**src/hw/rtl/lra_pkg.sv**
```systemverilog
`default_nettype none

package lra_pkg;

    // default ring depth
    localparam int MAX_LEDS_DEF = 32;

    // field widths
    localparam int FUNC_W      = 2;
    localparam int POS_W       = 8;
    localparam int LEN_W       = 8;
    localparam int COLOR_W     = 24;
    localparam int CH_W        = 8;
    localparam int NUM_CH      = 3;
    localparam int PIX_W       = 5;
    localparam int LED_COUNT_W = 6;
    localparam int WHIRL_W     = 8;
    localparam int PERIOD_W    = 16;
    localparam int MSPEED_W    = 4;
    localparam int PCT_W       = 7;
    localparam int PHASE_W     = 2;
    localparam int PROD_W      = 15;

    // stream widths
    localparam int S_TDATA_W = 48;
    localparam int S_TUSER_W = 2;
    localparam int M_TDATA_W = 40;

    // configuration port
    localparam int CFG_IDX_W  = 3;
    localparam int CFG_DATA_W = 24;

    localparam logic [CFG_IDX_W-1:0] REG_LED_COUNT   = 3'd0;
    localparam logic [CFG_IDX_W-1:0] REG_BG_COLOR    = 3'd1;
    localparam logic [CFG_IDX_W-1:0] REG_WHIRL_SPEED = 3'd2;
    localparam logic [CFG_IDX_W-1:0] REG_WHIRL_CW    = 3'd3;
    localparam logic [CFG_IDX_W-1:0] REG_MORPH_PER   = 3'd4;
    localparam logic [CFG_IDX_W-1:0] REG_MORPH_SPEED = 3'd5;

    // item kinds
    localparam logic [FUNC_W-1:0] FUNC_TICK  = 2'd0;
    localparam logic [FUNC_W-1:0] FUNC_SET   = 2'd1;
    localparam logic [FUNC_W-1:0] FUNC_CLEAR = 2'd2;

    // morph phases
    localparam logic [PHASE_W-1:0] PHASE_IDLE = 2'd0;
    localparam logic [PHASE_W-1:0] PHASE_RISE = 2'd1;
    localparam logic [PHASE_W-1:0] PHASE_FALL = 2'd2;

    // animation constants
    localparam logic [PCT_W-1:0]       PCT_FULL   = 7'd100;
    localparam logic [PCT_W-1:0]       MORPH_STEP = 7'd2;
    localparam logic [MSPEED_W-1:0]    STEP_BASE  = 4'd11;
    localparam logic [MSPEED_W-1:0]    MSPEED_MAX = 4'd10;
    localparam logic [WHIRL_W-1:0]     WHIRL_MAX  = 8'hFF;
    localparam logic [LED_COUNT_W-1:0] LED_COUNT_RST = 6'd32;

    // reciprocal of 100, exact for products below 2^15
    localparam int               RECIP_W     = 16;
    localparam logic [RECIP_W-1:0] RECIP_100 = 16'd41944;
    localparam int               RECIP_SHIFT = 22;

    // divide a channel product by 100
    function automatic logic [CH_W-1:0] div100(input logic [PROD_W-1:0] x);
        logic [PROD_W+RECIP_W-1:0] prod;
        prod = (PROD_W+RECIP_W)'(x) * (PROD_W+RECIP_W)'(RECIP_100);
        return prod[RECIP_SHIFT +: CH_W];
    endfunction

    // controller to datapath
    typedef struct packed {
        logic load;
        logic clear;
        logic mod_step;
        logic wr;
        logic issue;
        logic advance;
    } t_cmd;

    // datapath to controller
    typedef struct packed {
        logic [FUNC_W-1:0] func;
        logic              send;
        logic              len_zero;
        logic              mod_done;
        logic              wr_done;
        logic              issue_last;
        logic              pipe_go;
        logic              pipe_empty;
    } t_stat;

endpackage

`default_nettype wire

```
**src/hw/rtl/lra_ctrl.sv**
```systemverilog
`default_nettype none

module lra_ctrl (
    input  wire logic          i_clk,
    input  wire logic          i_rst_n,
    input  wire logic          i_s_tvalid,
    output logic               o_s_tready,
    input  wire lra_pkg::t_stat i_stat,
    output lra_pkg::t_cmd      o_cmd
);

    typedef enum logic [2:0] {
        ST_IDLE,
        ST_DECODE,
        ST_MOD,
        ST_WRITE,
        ST_ISSUE,
        ST_DRAIN,
        ST_ADVANCE
    } t_state;

    t_state r_state;
    t_state n_state;
    logic   r_ready;

    assign o_s_tready = r_ready;

    // next state and commands
    always_comb begin
        o_cmd   = '0;
        n_state = r_state;
        unique case (r_state)
            ST_IDLE: begin
                if (i_s_tvalid && r_ready) begin
                    o_cmd.load = 1'b1;
                    n_state    = ST_DECODE;
                end
            end
            ST_DECODE: begin
                unique case (i_stat.func)
                    lra_pkg::FUNC_TICK: begin
                        n_state = i_stat.send ? ST_ISSUE : ST_ADVANCE;
                    end
                    lra_pkg::FUNC_SET: begin
                        n_state = i_stat.len_zero ? ST_IDLE : ST_MOD;
                    end
                    lra_pkg::FUNC_CLEAR: begin
                        o_cmd.clear = 1'b1;
                        n_state     = ST_IDLE;
                    end
                    default: begin
                        n_state = ST_IDLE;
                    end
                endcase
            end
            ST_MOD: begin
                o_cmd.mod_step = 1'b1;
                if (i_stat.mod_done) begin
                    n_state = ST_WRITE;
                end
            end
            ST_WRITE: begin
                o_cmd.wr = 1'b1;
                if (i_stat.wr_done) begin
                    n_state = ST_IDLE;
                end
            end
            ST_ISSUE: begin
                if (i_stat.pipe_go) begin
                    o_cmd.issue = 1'b1;
                    if (i_stat.issue_last) begin
                        n_state = ST_DRAIN;
                    end
                end
            end
            ST_DRAIN: begin
                if (i_stat.pipe_empty) begin
                    n_state = ST_ADVANCE;
                end
            end
            ST_ADVANCE: begin
                o_cmd.advance = 1'b1;
                n_state       = ST_IDLE;
            end
            default: begin
                n_state = ST_IDLE;
            end
        endcase
    end

    // state and registered ready
    always_ff @(posedge i_clk) begin
        if (!i_rst_n) begin
            r_state <= ST_IDLE;
            r_ready <= 1'b0;
        end else begin
            r_state <= n_state;
            r_ready <= (n_state == ST_IDLE);
        end
    end

endmodule

`default_nettype wire

```
**src/hw/rtl/lra_datapath.sv**
```systemverilog
`default_nettype none

module lra_datapath #(
    parameter int MAX_LEDS = lra_pkg::MAX_LEDS_DEF
) (
    input  wire logic                          i_clk,
    input  wire logic                          i_rst_n,
    // latched item fields
    input  wire logic [lra_pkg::FUNC_W-1:0]    i_func,
    input  wire logic                          i_send,
    input  wire logic [lra_pkg::POS_W-1:0]     i_start_pos,
    input  wire logic [lra_pkg::LEN_W-1:0]     i_run_length,
    input  wire logic [lra_pkg::COLOR_W-1:0]   i_run_color,
    // configuration writes
    input  wire logic                          i_cfg_we,
    input  wire logic [lra_pkg::CFG_IDX_W-1:0] i_cfg_idx,
    input  wire logic [lra_pkg::CFG_DATA_W-1:0] i_cfg_data,
    // control
    input  wire lra_pkg::t_cmd                 i_cmd,
    output lra_pkg::t_stat                     o_stat,
    // pixel stream
    output logic                               o_m_tvalid,
    input  wire logic                          i_m_tready,
    output logic [lra_pkg::M_TDATA_W-1:0]      o_m_tdata,
    output logic                               o_m_tlast
);

    localparam int IW   = (MAX_LEDS > 1) ? $clog2(MAX_LEDS) : 1;
    localparam int NW   = $clog2(MAX_LEDS + 1);
    localparam int NW1  = NW + 1;
    localparam int MODW = 16;
    localparam int REMW = lra_pkg::POS_W + 1;
    localparam int MKW  = $clog2(lra_pkg::POS_W);

    // configuration registers
    logic [lra_pkg::LED_COUNT_W-1:0] r_led_count;
    logic [lra_pkg::COLOR_W-1:0]     r_bg_color;
    logic [lra_pkg::WHIRL_W-1:0]     r_whirl_speed;
    logic                            r_whirl_cw;
    logic [lra_pkg::PERIOD_W-1:0]    r_morph_period;
    logic [lra_pkg::MSPEED_W-1:0]    r_morph_speed;

    // animation state
    logic [IW-1:0]                   r_rot;
    logic [lra_pkg::WHIRL_W-1:0]     r_whirl_cnt;
    logic [lra_pkg::PHASE_W-1:0]     r_phase;
    logic [lra_pkg::PERIOD_W-1:0]    r_period_cnt;
    logic [lra_pkg::MSPEED_W-1:0]    r_step_cnt;
    logic [lra_pkg::PCT_W-1:0]       r_blend;

    // item registers
    logic [lra_pkg::FUNC_W-1:0]      r_func;
    logic                            r_send;
    logic [lra_pkg::POS_W-1:0]       r_rem;
    logic [MKW-1:0]                  r_mk;
    logic [lra_pkg::LEN_W-1:0]       r_len;
    logic [lra_pkg::COLOR_W-1:0]     r_color;
    logic [IW-1:0]                   r_ridx;

    // ring store
    logic [MAX_LEDS-1:0]             r_set;
    logic [lra_pkg::COLOR_W-1:0]     mem [MAX_LEDS];

    // pixel pipeline
    logic                            r_v1, r_v2, r_v3;
    logic [lra_pkg::COLOR_W-1:0]     r_s1_color;
    logic                            r_s1_set;
    logic [IW-1:0]                   r_s1_idx;
    logic                            r_s1_last;
    logic [lra_pkg::PROD_W-1:0]      r_s2_ca [lra_pkg::NUM_CH];
    logic [lra_pkg::PROD_W-1:0]      r_s2_cb [lra_pkg::NUM_CH];
    logic                            r_s2_set;
    logic [IW-1:0]                   r_s2_idx;
    logic                            r_s2_last;
    logic [lra_pkg::CH_W-1:0]        r_o_ch [lra_pkg::NUM_CH];
    logic [lra_pkg::PIX_W-1:0]       r_o_idx;
    logic [lra_pkg::PIX_W-1:0]       r_o_ofs;
    logic                            r_o_last;

    logic [NW-1:0]                   ring_n;
    logic [NW-1:0]                   n_last;
    logic                            go;
    logic                            issue_last;
    logic [MODW-1:0]                 mod_sub;
    logic [REMW-1:0]                 rem_inc;
    logic [NW1-1:0]                  rot_inc;
    logic [lra_pkg::MSPEED_W-1:0]    step_reload;
    logic [lra_pkg::PERIOD_W-1:0]    period_dec;
    logic [lra_pkg::MSPEED_W-1:0]    step_dec;
    logic [lra_pkg::PCT_W-1:0]       pct_inv;

    // ring size from led_count, clamped to one and to the depth
    always_comb begin
        if (r_led_count == '0) begin
            ring_n = NW'(1);
        end else if (32'(r_led_count) > 32'(MAX_LEDS)) begin
            ring_n = NW'(MAX_LEDS);
        end else begin
            ring_n = NW'(r_led_count);
        end
        n_last = ring_n - NW'(1);
    end

    assign go         = !r_v3 || i_m_tready;
    assign issue_last = (NW'(r_ridx) == n_last);
    assign mod_sub    = MODW'(ring_n) << r_mk;
    assign rem_inc    = REMW'(r_rem) + REMW'(1);
    assign rot_inc    = NW1'(r_rot) + NW1'(1);
    assign period_dec = r_period_cnt - lra_pkg::PERIOD_W'(1);
    assign step_dec   = r_step_cnt - lra_pkg::MSPEED_W'(1);
    assign pct_inv    = lra_pkg::PCT_FULL - r_blend;

    always_comb begin
        if (r_morph_speed > lra_pkg::MSPEED_MAX) begin
            step_reload = lra_pkg::STEP_BASE - lra_pkg::MSPEED_MAX;
        end else begin
            step_reload = lra_pkg::STEP_BASE - r_morph_speed;
        end
    end

    // status to controller
    always_comb begin
        o_stat.func       = r_func;
        o_stat.send       = r_send;
        o_stat.len_zero   = (r_len == '0);
        o_stat.mod_done   = (r_mk == '0);
        o_stat.wr_done    = (r_len == lra_pkg::LEN_W'(1));
        o_stat.issue_last = issue_last;
        o_stat.pipe_go    = go;
        o_stat.pipe_empty = !r_v1 && !r_v2;
    end

    // item fields, run position reduction and run walk
    always_ff @(posedge i_clk) begin
        if (i_cmd.load) begin
            r_func  <= i_func;
            r_send  <= i_send;
            r_rem   <= i_start_pos;
            r_mk    <= MKW'(lra_pkg::POS_W - 1);
            r_len   <= i_run_length;
            r_color <= i_run_color;
        end else if (i_cmd.mod_step) begin
            // one conditional subtract of ring_n shifted, per cycle
            if (MODW'(r_rem) >= mod_sub) begin
                r_rem <= lra_pkg::POS_W'(MODW'(r_rem) - mod_sub);
            end
            r_mk <= r_mk - MKW'(1);
        end else if (i_cmd.wr) begin
            if (rem_inc >= REMW'(ring_n)) begin
                r_rem <= '0;
            end else begin
                r_rem <= lra_pkg::POS_W'(rem_inc);
            end
            r_len <= r_len - lra_pkg::LEN_W'(1);
        end
    end

    // pixel read index
    always_ff @(posedge i_clk) begin
        if (i_cmd.load) begin
            r_ridx <= '0;
        end else if (i_cmd.issue) begin
            r_ridx <= issue_last ? '0 : r_ridx + IW'(1);
        end
    end

    // set marks
    always_ff @(posedge i_clk) begin
        if (!i_rst_n) begin
            r_set <= '0;
        end else if (i_cmd.clear) begin
            r_set <= '0;
        end else if (i_cmd.wr) begin
            r_set[r_rem[IW-1:0]] <= 1'b1;
        end
    end

    // color store, one write and one registered read a cycle; a stalled master stream holds the read
    always_ff @(posedge i_clk) begin
        if (i_cmd.wr) begin
            mem[r_rem[IW-1:0]] <= r_color;
        end
        if (go) begin
            r_s1_color <= mem[r_ridx];
        end
    end

    // pipeline valids
    always_ff @(posedge i_clk) begin
        if (!i_rst_n) begin
            r_v1 <= 1'b0;
            r_v2 <= 1'b0;
            r_v3 <= 1'b0;
        end else if (go) begin
            r_v1 <= i_cmd.issue;
            r_v2 <= r_v1;
            r_v3 <= r_v2;
        end
    end

    // pipeline payload: read, scale, divide and sum
    always_ff @(posedge i_clk) begin
        if (go) begin
            r_s1_set  <= r_set[r_ridx];
            r_s1_idx  <= r_ridx;
            r_s1_last <= issue_last;

            for (int ch = 0; ch < lra_pkg::NUM_CH; ch++) begin
                r_s2_ca[ch] <= lra_pkg::PROD_W'(r_s1_color[ch*lra_pkg::CH_W +: lra_pkg::CH_W])
                               * lra_pkg::PROD_W'(pct_inv);
                r_s2_cb[ch] <= lra_pkg::PROD_W'(r_bg_color[ch*lra_pkg::CH_W +: lra_pkg::CH_W])
                               * lra_pkg::PROD_W'(r_blend);
            end
            r_s2_set  <= r_s1_set;
            r_s2_idx  <= r_s1_idx;
            r_s2_last <= r_s1_last;

            for (int ch = 0; ch < lra_pkg::NUM_CH; ch++) begin
                if (r_s2_set) begin
                    r_o_ch[ch] <= lra_pkg::div100(r_s2_ca[ch]) + lra_pkg::div100(r_s2_cb[ch]);
                end else begin
                    r_o_ch[ch] <= r_bg_color[ch*lra_pkg::CH_W +: lra_pkg::CH_W];
                end
            end
            r_o_idx  <= lra_pkg::PIX_W'(r_s2_idx);
            r_o_ofs  <= lra_pkg::PIX_W'(r_rot);
            r_o_last <= r_s2_last;
        end
    end

    assign o_m_tvalid = r_v3;
    assign o_m_tlast  = r_o_last;
    assign o_m_tdata  = {6'd0, r_o_ofs, r_o_ch[0], r_o_ch[1], r_o_ch[2], r_o_idx};

    // configuration, whirl and morph state
    always_ff @(posedge i_clk) begin
        if (!i_rst_n) begin
            r_led_count    <= lra_pkg::LED_COUNT_RST;
            r_bg_color     <= '0;
            r_whirl_speed  <= '0;
            r_whirl_cw     <= 1'b1;
            r_morph_period <= '0;
            r_morph_speed  <= '0;
            r_rot          <= '0;
            r_whirl_cnt    <= lra_pkg::WHIRL_MAX;
            r_phase        <= lra_pkg::PHASE_IDLE;
            r_period_cnt   <= '0;
            r_step_cnt     <= '0;
            r_blend        <= '0;
        end else begin
            if (i_cmd.clear) begin
                r_rot   <= '0;
                r_phase <= lra_pkg::PHASE_IDLE;
                r_blend <= '0;
            end

            if (i_cmd.advance) begin
                // whirl rotation
                if (r_whirl_speed != '0) begin
                    if (r_whirl_cnt == '0) begin
                        if (r_whirl_cw) begin
                            r_rot <= (rot_inc >= NW1'(ring_n)) ? '0 : IW'(rot_inc);
                        end else begin
                            r_rot <= (r_rot == '0) ? IW'(n_last) : r_rot - IW'(1);
                        end
                        r_whirl_cnt <= lra_pkg::WHIRL_MAX - r_whirl_speed;
                    end else begin
                        r_whirl_cnt <= r_whirl_cnt - lra_pkg::WHIRL_W'(1);
                    end
                end

                // morph machine
                case (r_phase)
                    lra_pkg::PHASE_IDLE: begin
                        if (r_morph_period != '0) begin
                            r_period_cnt <= period_dec;
                            if (period_dec == '0) begin
                                r_phase      <= lra_pkg::PHASE_RISE;
                                r_blend      <= '0;
                                r_step_cnt   <= step_reload;
                                r_period_cnt <= r_morph_period;
                            end
                        end
                    end
                    lra_pkg::PHASE_RISE: begin
                        r_step_cnt <= step_dec;
                        if (step_dec == '0) begin
                            if (r_blend < lra_pkg::PCT_FULL) begin
                                r_blend <= r_blend + lra_pkg::MORPH_STEP;
                            end else begin
                                r_phase <= lra_pkg::PHASE_FALL;
                            end
                            r_step_cnt <= step_reload;
                        end
                    end
                    lra_pkg::PHASE_FALL: begin
                        r_step_cnt <= step_dec;
                        if (step_dec == '0) begin
                            if (r_blend > '0) begin
                                r_blend <= r_blend - lra_pkg::MORPH_STEP;
                            end else begin
                                r_phase <= lra_pkg::PHASE_IDLE;
                            end
                            r_step_cnt <= step_reload;
                        end
                    end
                    default: begin
                        r_phase <= lra_pkg::PHASE_IDLE;
                    end
                endcase
            end

            // register writes, some reload the tick counters
            if (i_cfg_we) begin
                unique case (i_cfg_idx)
                    lra_pkg::REG_LED_COUNT: begin
                        r_led_count <= i_cfg_data[lra_pkg::LED_COUNT_W-1:0];
                    end
                    lra_pkg::REG_BG_COLOR: begin
                        r_bg_color <= i_cfg_data[lra_pkg::COLOR_W-1:0];
                    end
                    lra_pkg::REG_WHIRL_SPEED: begin
                        r_whirl_speed <= i_cfg_data[lra_pkg::WHIRL_W-1:0];
                        r_whirl_cnt   <= lra_pkg::WHIRL_MAX - i_cfg_data[lra_pkg::WHIRL_W-1:0];
                    end
                    lra_pkg::REG_WHIRL_CW: begin
                        r_whirl_cw  <= i_cfg_data[0];
                        r_whirl_cnt <= lra_pkg::WHIRL_MAX - r_whirl_speed;
                    end
                    lra_pkg::REG_MORPH_PER: begin
                        r_morph_period <= i_cfg_data[lra_pkg::PERIOD_W-1:0];
                        r_period_cnt   <= i_cfg_data[lra_pkg::PERIOD_W-1:0];
                    end
                    lra_pkg::REG_MORPH_SPEED: begin
                        r_morph_speed <= i_cfg_data[lra_pkg::MSPEED_W-1:0];
                        r_period_cnt  <= r_morph_period;
                    end
                    default: begin
                    end
                endcase
            end
        end
    end

endmodule

`default_nettype wire

```
**src/hw/rtl/led_ring_animator.sv**
```systemverilog
// LED ring animator. Items arrive on the slave stream: a set item colors a
// run of ring entries starting at start_pos modulo the ring size through an
// 8-step position reduction, then one store write per cycle. A tick with
// send reads one pixel per cycle from the color store, while the master
// stream does not stall, through a three-stage blend pipeline, then waits
// until the pipeline has emptied into its output register and steps the
// whirl and morph state; a tick without send only steps that state. A stalled
// master stream holds the pipeline. Registers must be written through
// i_cfg_we/i_cfg_idx/i_cfg_data only while no item is in progress; the block itself does not enforce it.
`default_nettype none

module led_ring_animator #(
    parameter int MAX_LEDS = lra_pkg::MAX_LEDS_DEF
) (
    input  wire logic                           i_clk,
    input  wire logic                           i_rst_n,
    // slave stream
    input  wire logic                           s_axis_tvalid,
    output logic                                s_axis_tready,
    // send [0], start_pos [8:1], run_length [16:9], run_color [40:17]
    input  wire logic [lra_pkg::S_TDATA_W-1:0]  s_axis_tdata,
    // func [1:0]
    input  wire logic [lra_pkg::S_TUSER_W-1:0]  s_axis_tuser,
    // master stream
    output logic                                m_axis_tvalid,
    input  wire logic                           m_axis_tready,
    // pixel_index [4:0], out_red [12:5], out_green [20:13], out_blue [28:21],
    // start_offset [33:29]
    output logic [lra_pkg::M_TDATA_W-1:0]       m_axis_tdata,
    output logic                                m_axis_tlast,
    // configuration writes
    input  wire logic                           i_cfg_we,
    input  wire logic [lra_pkg::CFG_IDX_W-1:0]  i_cfg_idx,
    input  wire logic [lra_pkg::CFG_DATA_W-1:0] i_cfg_data
);

    lra_pkg::t_cmd  cmd;
    lra_pkg::t_stat stat;

    // sequencer
    lra_ctrl u_ctrl (
        .i_clk      (i_clk),
        .i_rst_n    (i_rst_n),
        .i_s_tvalid (s_axis_tvalid),
        .o_s_tready (s_axis_tready),
        .i_stat     (stat),
        .o_cmd      (cmd)
    );

    // store, blend pipeline and animation state
    lra_datapath #(
        .MAX_LEDS (MAX_LEDS)
    ) u_dp (
        .i_clk        (i_clk),
        .i_rst_n      (i_rst_n),
        .i_func       (s_axis_tuser[lra_pkg::FUNC_W-1:0]),
        .i_send       (s_axis_tdata[0]),
        .i_start_pos  (s_axis_tdata[8:1]),
        .i_run_length (s_axis_tdata[16:9]),
        .i_run_color  (s_axis_tdata[40:17]),
        .i_cfg_we     (i_cfg_we),
        .i_cfg_idx    (i_cfg_idx),
        .i_cfg_data   (i_cfg_data),
        .i_cmd        (cmd),
        .o_stat       (stat),
        .o_m_tvalid   (m_axis_tvalid),
        .i_m_tready   (m_axis_tready),
        .o_m_tdata    (m_axis_tdata),
        .o_m_tlast    (m_axis_tlast)
    );

endmodule

`default_nettype wire

```
**config.mk**
```make
export PLATFORM = sky130hd
export DESIGN_NAME = led_ring_animator
export DESIGN_NICKNAME = d
export VERILOG_FILES = /design/src/hw/rtl/lra_pkg.sv /design/src/hw/rtl/lra_ctrl.sv /design/src/hw/rtl/lra_datapath.sv /design/src/hw/rtl/led_ring_animator.sv
export SDC_FILE = /design/constraint.sdc
export NUM_CORES = 2
export LEC_CHECK = 0
export BUFFER_PORTS_ARGS = -buffer_cell sky130_fd_sc_hd__buf_4
export CORE_UTILIZATION = 55
export CTS_CLUSTER_DIAMETER = 100
export CTS_CLUSTER_SIZE = 40
export DETAILED_ROUTE_END_ITERATION = 10
export MAX_ROUTING_LAYER = met4
export PLACE_DENSITY = 0.69
export SYNTH_ARGS = -nofsm -noshare
export SYNTH_HDL_FRONTEND = slang
export SYNTH_HIERARCHICAL = 1
export SYNTH_SLANG_ARGS = --single-unit
```
**constraint.sdc**
```tcl
create_clock -name i_clk -period 9.85 [get_ports i_clk]
set_input_delay 0.4925 -clock i_clk [delete_from_list [all_inputs] [get_ports i_clk]]
set_output_delay 0.4925 -clock i_clk [all_outputs]
set_load 0.02 [all_outputs]
```
==> results by group <==
Outcome
  • Status: complete, no violations

Placed design
  • Dpl hpwl: 114 mm
  • # port buffers: 111
  • Dpl cell area: 0.0796 mm2
  • Gpl congestion: 0.895

Die
  • Starting Density: 0.555
  • Die Wd: 375 um
  • Core Region: 0.138 mm2
  • Row count: 136
  • Die area: 0.141 mm2
  • IO Pins: 125
  • Die Y: 375 um

STA
  • Sum of negative setup slack: 0 ns
  • Fin. max-slew vios: 0
  • Slew @ Worst Pin: 1.27 ns
  • Maximum achievable frequency: 0.142 GHz
  • Clock skew: 0.101 ns
  • Min Clock Period, post-route: 7.02 ns
  • Final period util: 0.713
  • Number of setup violations in the final report: 0
  • Final hold violation count: 0
  • Slew headroom: 0.150
  • RSZ-0062 raised after global routing: no

Route
  • Initial DRC Count: 2990
  • DR vias: 44100
  • Post-Route M1 WL: 68.9 mm
  • Detail Route Antenna Nets: 0
  • Routed met2 length: 79.5 mm
  • Top sig layer: met4
  • DRT Wirelength: 157 mm
  • Via density per instance: 5.56
  • DR DRC count: 0
  • Initial DRT Pass Iterations: 5
  • Met3 wire length: 5.93 mm
  • WL/cell: 19.8 um

Clock tree
  • CTS Buf Count: 44
  • CTS tree: built
  • Post-cts gate resize count: 0
  • Clk_lat worst skew: 0.73 ns
  • CTS sink cnt: 1122
  • Clock transition at path regs: 0.11 ns
  • Hold_buf cts: 31
  • Postcts setup bufs: 0
  • H-tree depth: 2
  • CTS root buf: clkbuf_16
  • Longest Clk Path Bufs: 3

Critical path
  • Type of the worst setup path: flop to flop
  • Startpoint types: flop
  • WP data arrival: 7.50 ns
  • Worst r2r dst: u_dp/r_o_ch[1][7]
  • Crit path launch: u_dp/r_s2_ca[0][22]
  • Worst r2r path cells: 25
  • Worst r2r src: u_dp/r_s2_ca[0][22]
  • Req. time, crit path: 10.33 ns
  • Delay of the slowest critical-path stage: 0.55 ns
  • End point of the critical path: u_dp/r_o_ch[1][7]
  • Type of element capturing the critical path: flop
  • Crit path max fanout: 6
  • Slowest-stage cell, CP: edfxtp_1
  • Reg2Reg Setup Slack: 2.83 ns

Synthesis
  • Seq/Total Area, Yosys: 0.421
  • Mapped Area: 0.0765 mm2
  • Synth area leaders: edfxtp_1, fa_1, ha_1, mux4_2, inv_1
  • Synth warn: 6
  • Main flop type after synthesis: edfxtp_1
  • Syn avg cell area: 12.7 um2
  • Yosys reg bits: 1122
  • Area leader, netlist: edfxtp_1
  • Post-synth EDFFs: 974
  • Yosys cell types: 83
  • Synth top area share: 0.382
  • FFs w/ async S/R, synth: 0
  • Cells after synthesis: 6047

Global routing
  • First-pass GRT wire length: 252 mm
  • Grt ovf: 0
  • Largest net degree at the start of global routing: 93
  • Initial antenna violation count: 3
  • All-Layer GR Usage: 0.236
  • Vias in the first global route: 45700

Min path
  • Worst min path class: input port to flop
  • Worst Min Path Start: i_cfg_data[17]

Final layout
  • Nets: 7633
  • Fin util: 0.591
  • Most frequent cells in the layout: inv_1, edfxtp_1, ha_1
  • Share of layout cells above drive strength 1: 0.0952
  • Ant diodes: 0
  • Design area: 0.0815 mm2
  • Area grow syn2layout: 6.53%
  • Commonest non-fill, non-tap cell in the layout: inv_1

Job
  • Max cap viols: 0
==> critical path, delay by kind of cell, from the launching register on <==
family,cells,cell delay [ns]
AOI/OAI and AO/OA,13,2.78
xor gates and xnor gates,3,0.79
adders and majority gates,7,2.63
DFF,1,0.55
buffers and inverters,2,0.09
==> through the flow <==
step	worst slack [ns]	hold WS (ns)	std cells
floorplan	3.56	0.400	6052
global placement	2.84	0.407	7827
detailed placement	2.73	0.407	7827
CTS	2.69	0.0000501	7929
global route	2.29	0.0230	7929
finish	2.83	0.0514	7929
==> sequential cells by signal (all words and copies together), names as in the netlist, 5 cells and up <==
signal,flops
u_dp/r_set,32
u_dp/r_len,8
u_dp/r_ridx,5
u_dp/r_s2_cb,45
u_dp/r_o_ofs,5
u_dp/r_s1_color,24
u_dp/r_bg_color,24
u_dp/r_period_cnt,16
u_dp/r_whirl_cnt,8
u_dp/r_rot,5
u_dp/r_o_idx,5
u_dp/r_o_ch,24
u_dp/r_led_count,6
u_dp/r_color,24
u_dp/r_whirl_speed,8
u_dp/mem,768
u_dp/r_blend,7
u_dp/r_s2_idx,5
u_dp/r_rem,8
u_dp/r_s1_idx,5
u_dp/r_morph_period,16
u_dp/r_s2_ca,45
==> cell type report <==
cell class                      instances  area (um2)
Fill cell                           10900       56300
Multi-Input combinational cell       3629       39700
Sequential cell                      1122       32200
Inverter                             1110        4170
Tap cell                             1794        2240
Timing Repair Buffer                  203        1600
Clock buffer                           48        1120
Clock inverter                         23         473
==> layer usage <==
layer  track usage  vias up
met1         0.311    22300
met4        0.0422        0
met3        0.0192      182
met5             -        -
met2         0.405      889
li1              -    20700
==> synthesized netlist by cell type (10+ instances only) <==
library cell     n
a211oi_1        16
a21boi_0        59
a21o_1          44
a21oi_1        181
a221oi_1        12
a31oi_1         13
and2_1         159
and3_1          17
buf_1           21
buf_4           10
clkbuf_1       156
dfxtp_1        148
edfxtp_1       974
fa_1           586
ha_1           855
inv_1         1109
mux2_2          26
mux2i_1         23
mux4_2         251
nand2_1        468
nand2b_1        25
nand3_1         47
nand4_1         20
nor2_1         197
nor2b_1         31
nor3_1          40
nor4_1          11
o211ai_1        14
o21a_1          46
o21ai_0        104
o21bai_1        35
o22ai_1         10
o41ai_1         16
or2_2           10
or3_1           15
xnor2_1        139
xor2_1          59
==> how the worst min path moves through the flow <==
stage                                   end  slack [ns]  cells after the start
floorplan                    u_dp/o_m_tlast        0.40                      0
global route        u_dp/r_morph_period[11]        0.02                      3
CTS                     u_dp/r_bg_color[22]     0.00005                      3
detailed placement          u_dp/r_o_idx[0]        0.41                      0
global placement             u_dp/r_s2_last        0.41                      0
finish                  u_dp/r_bg_color[17]        0.05                      3
==> logic make-up (layout without fill, tap and decap cells) <==
kind of cell,count (synthesis),in the layout,share of synthesized area
AO/OA/AOI/OAI,607,607,0.0514
XOR/XNOR,200,200,0.0233
adder cells (fa/ha/maj),1441,1441,0.293
buffers and inverters,1301,1384,0.0645
flip-flops,1122,1122,0.421
multiplexers,301,301,0.0809
other,1,6,0.0000490
AND/OR/NAND/NOR,1074,1074,0.0658
Power is not shown: default switching activity piles up to over one toggle a cycle in this logic, so the estimate is an artifact.
